[src/hw/rtl/linear_probe_hash_table_defines.svh]
// Assertion macros for the hash table RTL.
// No dependencies.
`ifndef LINEAR_PROBE_HASH_TABLE_DEFINES_SVH
`define LINEAR_PROBE_HASH_TABLE_DEFINES_SVH

// Same-cycle implication, disabled during reset.
`define LPHT_ASSERT_IMPL(label, clk, rst, ante, cons) \
  label: assert property (@(posedge clk) disable iff (rst) (ante) |-> (cons)) \
    else $error("lpht assertion failed");

// Next-cycle implication, disabled during reset.
`define LPHT_ASSERT_NEXT(label, clk, rst, ante, cons) \
  label: assert property (@(posedge clk) disable iff (rst) (ante) |=> (cons)) \
    else $error("lpht assertion failed");

`endif

[src/hw/rtl/lpht_pkg.sv]
// Types, codes and the key mix function for the linear probing hash table.
// No dependencies.
package lpht_pkg;

  localparam int unsigned TABLE_SIZE_DEF = 1024;
  localparam int unsigned HIST_CAP_DEF   = 50;

  typedef enum logic [1:0] {
    OP_INSERT = 2'd0,
    OP_LOOKUP = 2'd1,
    OP_BIN    = 2'd2,
    OP_ALT    = 2'd3
  } opcode_t;

  typedef enum logic [2:0] {
    ST_INSERTED = 3'd0,
    ST_PRESENT  = 3'd1,
    ST_FOUND    = 3'd2,
    ST_MISSING  = 3'd3,
    ST_FULL     = 3'd4,
    ST_BIN      = 3'd5
  } status_t;

  typedef enum logic [1:0] {
    RES_WALK   = 2'd0,
    RES_REJECT = 2'd1,
    RES_BIN    = 2'd2
  } res_sel_t;

  typedef enum logic [3:0] {
    S_CLEAR,
    S_IDLE,
    S_HASH,
    S_RD,
    S_CHK,
    S_FIN,
    S_BIN_RD,
    S_BIN_OUT,
    S_DONE
  } state_t;

  typedef struct packed {
    logic     clear_step;
    logic     load;
    logic     init_walk;
    logic     mem_rd;
    logic     check;
    logic     advance;
    logic     hist_rd_walk;
    logic     hist_rd_bin;
    logic     hist_wr;
    logic     key_wr;
    logic     capture;
    res_sel_t res_sel;
  } cmd_t;

  typedef struct packed {
    logic    clear_last;
    logic    hash_done;
    logic    full;
    opcode_t op;
    logic    hit;
    logic    empty;
    logic    hit_q;
  } sts_t;

  function automatic logic [31:0] key_mix(input logic [31:0] k);
    logic [31:0] h;
    h = k ^ (k >> 20) ^ (k >> 12);
    return h ^ (h >> 7) ^ (h >> 4);
  endfunction

endpackage

[src/hw/rtl/lpht_ctrl.sv]
// Controller state machine for the hash table: sequences clear, hash,
// probe walk, histogram update, bin read and result strobe. Uses lpht_pkg.
`include "linear_probe_hash_table_defines.svh"
module lpht_ctrl import lpht_pkg::*; (
  input  logic clk,
  input  logic rst,
  input  logic start,
  output logic busy,
  output logic done,
  input  sts_t sts,
  output cmd_t cmd
);

  state_t state, state_next;

  always_ff @(posedge clk) begin
    if (rst) begin
      state <= S_CLEAR;
    end else begin
      state <= state_next;
    end
  end

  always_comb begin
    state_next = state;
    case (state)
      S_CLEAR: begin
        if (sts.clear_last) state_next = S_IDLE;
      end
      S_IDLE: begin
        if (start) state_next = S_HASH;
      end
      S_HASH: begin
        if (sts.op == OP_BIN) begin
          state_next = S_BIN_RD;
        end else if (sts.hash_done) begin
          if (sts.op == OP_INSERT && sts.full) state_next = S_DONE;
          else state_next = S_RD;
        end
      end
      S_RD:      state_next = S_CHK;
      S_CHK: begin
        if (sts.hit || sts.empty) state_next = S_FIN;
        else state_next = S_RD;
      end
      S_FIN:     state_next = S_DONE;
      S_BIN_RD:  state_next = S_BIN_OUT;
      S_BIN_OUT: state_next = S_DONE;
      S_DONE:    state_next = S_IDLE;
      default:   state_next = S_IDLE;
    endcase
  end

  always_comb begin
    cmd = '0;
    cmd.res_sel = RES_WALK;
    busy = 1'b1;
    done = 1'b0;
    case (state)
      S_CLEAR: cmd.clear_step = 1'b1;
      S_IDLE: begin
        busy = 1'b0;
        cmd.load = start;
      end
      S_HASH: begin
        if (sts.op != OP_BIN && sts.hash_done) begin
          if (sts.op == OP_INSERT && sts.full) begin
            cmd.capture = 1'b1;
            cmd.res_sel = RES_REJECT;
          end else begin
            cmd.init_walk = 1'b1;
          end
        end
      end
      S_RD: cmd.mem_rd = 1'b1;
      S_CHK: begin
        cmd.check = 1'b1;
        if (sts.hit || sts.empty) cmd.hist_rd_walk = (sts.op == OP_INSERT);
        else cmd.advance = 1'b1;
      end
      S_FIN: begin
        cmd.capture = 1'b1;
        cmd.res_sel = RES_WALK;
        if (sts.op == OP_INSERT) begin
          cmd.hist_wr = 1'b1;
          cmd.key_wr  = !sts.hit_q;
        end
      end
      S_BIN_RD: cmd.hist_rd_bin = 1'b1;
      S_BIN_OUT: begin
        cmd.capture = 1'b1;
        cmd.res_sel = RES_BIN;
      end
      S_DONE: done = 1'b1;
      default: ;
    endcase
  end

  `LPHT_ASSERT_NEXT(a_accept_busy, clk, rst, start && !busy, busy)
  `LPHT_ASSERT_NEXT(a_done_idle, clk, rst, done, !busy && !done)
  `LPHT_ASSERT_IMPL(a_write_on_miss, clk, rst, cmd.key_wr, !sts.hit_q && cmd.hist_wr)

endmodule

[config.mk]
export PLATFORM = sky130hd
export DESIGN_NAME = lpht_ctrl
export DESIGN_NICKNAME = d
export VERILOG_FILES = /design/src/hw/rtl/lpht_pkg.sv /design/src/hw/rtl/lpht_ctrl.sv
export VERILOG_INCLUDE_DIRS = /design/src /design/src/hw/rtl
export SDC_FILE = /design/constraint.sdc
export NUM_CORES = 1
export LEC_CHECK = 0
export BUFFER_PORTS_ARGS = -buffer_cell sky130_fd_sc_hd__buf_2
export CAP_MARGIN = 10
export CORE_AREA = 2 2 39 41
export CTS_BUF_LIST = sky130_fd_sc_hd__clkbuf_4
export CTS_CLUSTER_DIAMETER = 200
export DETAILED_ROUTE_END_ITERATION = 7
export DIE_AREA = 0 0 41 43
export GPL_TIMING_DRIVEN = 0
export PLACE_DENSITY = 0.6
export SLEW_MARGIN = 20
export SYNTH_ARGS = -nofsm -noshare
export SYNTH_HDL_FRONTEND = slang
export SYNTH_SLANG_ARGS = --single-unit
[constraint.sdc]
create_clock -name clk -period 1.5 [get_ports clk]
set_input_delay 0.3 -clock clk [delete_from_list [all_inputs] [get_ports clk]]
set_output_delay 0.3 -clock clk [all_outputs]
set_load 0.1 [all_outputs]
Yosys cells after proc, flatten, opt, wreduce, memory -nomap -nowiden

Cells that the tools add are included.

Output and inout bits: 15
Bits in registers: 4

Equality and inequality tests: 13
Mux-type cells: 24
Reduce and logical (&&, ||, !) cells: 8

Operators by type and width:

| kind                                                                   | count |
|---|---|
| 4-bit one-hot mux with 7 select lines                                  | 1 |
| 4-bit two-way mux                                                      | 5 |
| 4-bit by 3-bit equality test with 1-bit output (second input constant) | 4 |
| 3-bit two-way mux                                                      | 4 |
| 1-bit two-way mux                                                      | 11 |
| 3-bit one-hot mux with 3 select lines                                  | 1 |
| 4-bit by 2-bit equality test with 1-bit output (second input constant) | 2 |
| 2-bit inequality test (second input constant)                          | 3 |
| 4-bit by 1-bit equality test with 1-bit output (second input constant) | 1 |
| 4-bit equality test (second input constant)                            | 1 |
| 4-bit zero test                                                        | 1 |
| 2-bit two-way mux                                                      | 2 |
| 3-bit inequality test (second input constant)                          | 1 |
| 3-bit AND reduction                                                    | 1 |
| 2-bit equality test (second input constant)                            | 1 |
| 1-bit logical AND                                                      | 2 |
| 2-bit zero test                                                        | 1 |
| 2-bit OR reduction                                                     | 1 |
| 1-bit zero test                                                        | 1 |
| 1-bit logical OR                                                       | 1 |

Depth between registers and ports, before layout

Depth in word-level cells: 6
Mapped depth: 4
Gate-level depth less buffers: 3

Worst setup path after synthesis

No wires, ideal clock.

Path type: register -> output
Start: register state[1]
End: output port cmd[6] in the netlist's numbering
Required time: 1200 ps
Arrival time: 6509 ps
Stages on the path, launching flop included: 5
Path buffers: 1
Path slack: -5309 ps
Cell sequence: dfxtp_1 -> clkbuf_1 -> nor4b_1 -> o21ai_0 -> nor3_1

RTL lines:

| element                | RTL line        | text |
|---|---|---|
| from (decl)            | lpht_ctrl.sv:14 | `state_t state, state_next;` |
| from (signal assigned) | lpht_ctrl.sv:20 | `state <= state_next;` |
| to (decl)              | lpht_ctrl.sv:11 | `output cmd_t cmd` |

==> flow_summary.ini <==
[run_status]
status = finished, violations left
violations = setup timing

[die]
dieWidth_um = 41
ios = 26
num_rows = 14
core-area_sq_um = 1380
die-height_um = 43
dieArea_sq_um = 1760
start_util_pct = 28.9

[timing]
skew_ns = 0.00147
finalSetupViolCount = 18
slew_headroom_pct = 67.9
worst_hold_slack_ns = 0.291
fmaxAchievable_ghz = 0.543
timing.final.crit_share_pct = 123
drv_slew = 0
worst_slack_ns = -0.341
tns_ns = -3.88
fin_crit_ns = 1.84
worst-slew-pin-transition_ns = 0.485
hold_viol = 0
rsz0062_at_grt = yes

[power_and_ir_drop]
power_leakage_nw = 0.504
powerDensity_nw_per_um2 = 434
peakVddDrop_v = 0.000317

[worst_setup_path]
cp_max_fo = 5
crit_slowest_cell = dfxtp_4
crit_arrival_ns = 1.54
criticalPathCategory = flop to output port
critical_path.max_stage_delay_ns = 0.36
setup.worst_path.end_class = output port
cp_cell_sequence = buf_8, nor4b_4, o21ai_2, nor3_4, buf_12
critPathRequiredTime_ns = 1.20
startpoint_type = flop

[drt]
viasPerCell = 5.57
num_vias = 713
dr.pass1.iters = 4
final_antenna_net_count = 0
drc_errors = 0
dr.first_iter.drc_count = 13
wl_per_cell_um = 18.4
drt-total-wl_um = 2360

[placed_design]
dp_hpwl_um = 954
postPlaceCellArea_sq_um = 682
port_buffers = 25
gp_congestion = 0.743

[synthesis]
yosys.area_share.simple_pct = 53.4
syn_nets = 67
synth_compound_area_share_pct = 20.6
synth_top_family_by_area = simple AND/OR/NAND/NOR gates
yosys_warnings = 0
ys_types = 29
synth.area.top_cells = dfxtp_1 20%, nor4b_1 6.6%, nor2b_1 6.3%
synthArstFlopShare_pct = 0
synth-adder-area-share_pct = 0
syn_area_per_cell_sq_um = 7.15
synth.yosys.seq_area_share_pct = 20.0
synth_edf_count = 0
syn_area_sq_um = 400
yosysTopAreaCellShare_pct = 20.0
synthXorXnorAreaFrac_pct = 0
synth_most_common_cell = nor2_1
synth_commonest_cells = 6 x nor2_1, 4 x dfxtp_1, 4 x nand2_1, 4 x nor2b_1, 4 x nor3_1
synth-seq-cells = 4
syn_inst = 56
synth_area_leader_cell = dfxtp_1
ys.flop_type = dfxtp_1
muxShareOfSynthArea_pct = 0

[clock_tree]
cts_buffers = 3
clk_pin_slew_ns = 0.04
root_buffer = clkbuf_4
clkLatencyLatePin_ns = 0.24
cts_max_path_buffers = 2
clock-sinks = 4
cts_tree = built
htreeDepth = 1

[grt]
grt_usage_pct = 22.4
grt_pass1_wl_um = 2740
grt_max_degree = 11
first_global_vias = 581
gr-total-overflow = 0
antenna_found_initial = 0

[finish]
nets = 125
largest_register = state
reg.largest.list = state x4
diodes = 0
syn_to_final_growth_pct = 211
final_area_sq_um = 1240
multi_input_area_sq_um = 505
fillers = 61
final_util_pct = 89.9
seqCellArea_sq_um = 90.1
largest_reg_flops = 4
drive_gt1_share_pct = 84.8

[run]
maxCapViolCount = 0

[worst_hold_path]
min_path_type = primary input to flop
==> final cells by class <==
cell class | count | area share, %
Buffer | 4 | 4.73
Clock buffer | 3 | 1.81
Inverter | 2 | 0.805
Multi-Input combinational cell | 46 | 40.6
Sequential cell | 4 | 7.24
Tap cell | 16 | 1.61
Timing Repair Buffer | 53 | 43.2
==> per-stage QoR <==
| stage | total power, mW | worst slack [ns] | cells |
|---|---|---|---|
| 2_1_floorplan | 0.262 | -1.47 | 56 |
| 3_3_place_gp | 0.308 | -0.381 | 97 |
| 3_5_place_dp | 0.309 | -0.377 | 97 |
| 4_1_cts | 0.504 | -0.340 | 113 |
| 5_1_grt | 0.560 | -0.396 | 128 |
| 6_report | 0.539 | -0.341 | 128 |
==> kinds of logic after synthesis <==
logic type / count (synthesis)
and+or+nand+nor: 35
buffers and inverters: 6
AOI/OAI and AO/OA: 11
DFF: 4
==> critical path, delay by kind of cell, from the launching register on <==
kind	cells	cell delay (ns)
AOI/OAI and AO/OA	1	0.13
buffers and inverters	2	0.33
DFF	1	0.36
and+or+nand+nor	2	0.47
==> power by group <==
part,internal [mW],leakage (nW),switching [mW]
Sequential,0.111,0.0349,0.00913
Combinational,0.109,0.455,0.172
Clock,0.0898,0.0138,0.0491
==> final timing paths <==
| kind | to | slack, ns | cells after the start | startpoint |
|---|---|---|---|---|
| max reg2reg | state[1] | -0.19 | 4 | state[0] |
| max | cmd[6] | -0.34 | 5 | state[0] |
| min reg2reg | state[1] | 0.78 | 4 | state[3] |
| min | state[2] | 0.29 | 2 | rst |
==> what timing repair did <==
item,in CTS,in global routing
gates cloned,1,0
gates resized for setup,67,20
buffers inserted,12,16
endpoints found under the setup margin,17,16
pin swaps,10,7
hold buffers,0,0
==> cell usage in the layout (no fill, tap or decap), types with 2 or more instances in the layout <==
| cell | instances |
|---|---|
| buf_2 | 11 |
| dfxtp_2 | 2 |
| nor3_1 | 2 |
| buf_4 | 20 |
| nor2_1 | 2 |
| buf_6 | 11 |
| dfxtp_4 | 2 |
| buf_12 | 10 |
| nor4b_4 | 2 |
| nor2b_4 | 2 |
| or4b_4 | 2 |
| nor4_2 | 2 |
| nor2b_1 | 2 |
| buf_8 | 3 |
| nor3_4 | 2 |
| clkbuf_4 | 4 |
| nand2_2 | 2 |
| nor3b_4 | 2 |
| nor2_4 | 4 |
==> layer usage <==
metal / vias up / track usage (%) / share of wire (%)
met5: - / 0 / 0
met4: 0 / 3.33 / 0.51
met3: 4 / 6.81 / 4.2
met2: 27 / 32.8 / 52
met1: 349 / 32.2 / 43
li1: 333 / - / -
(Power assumes the default switching activity.)
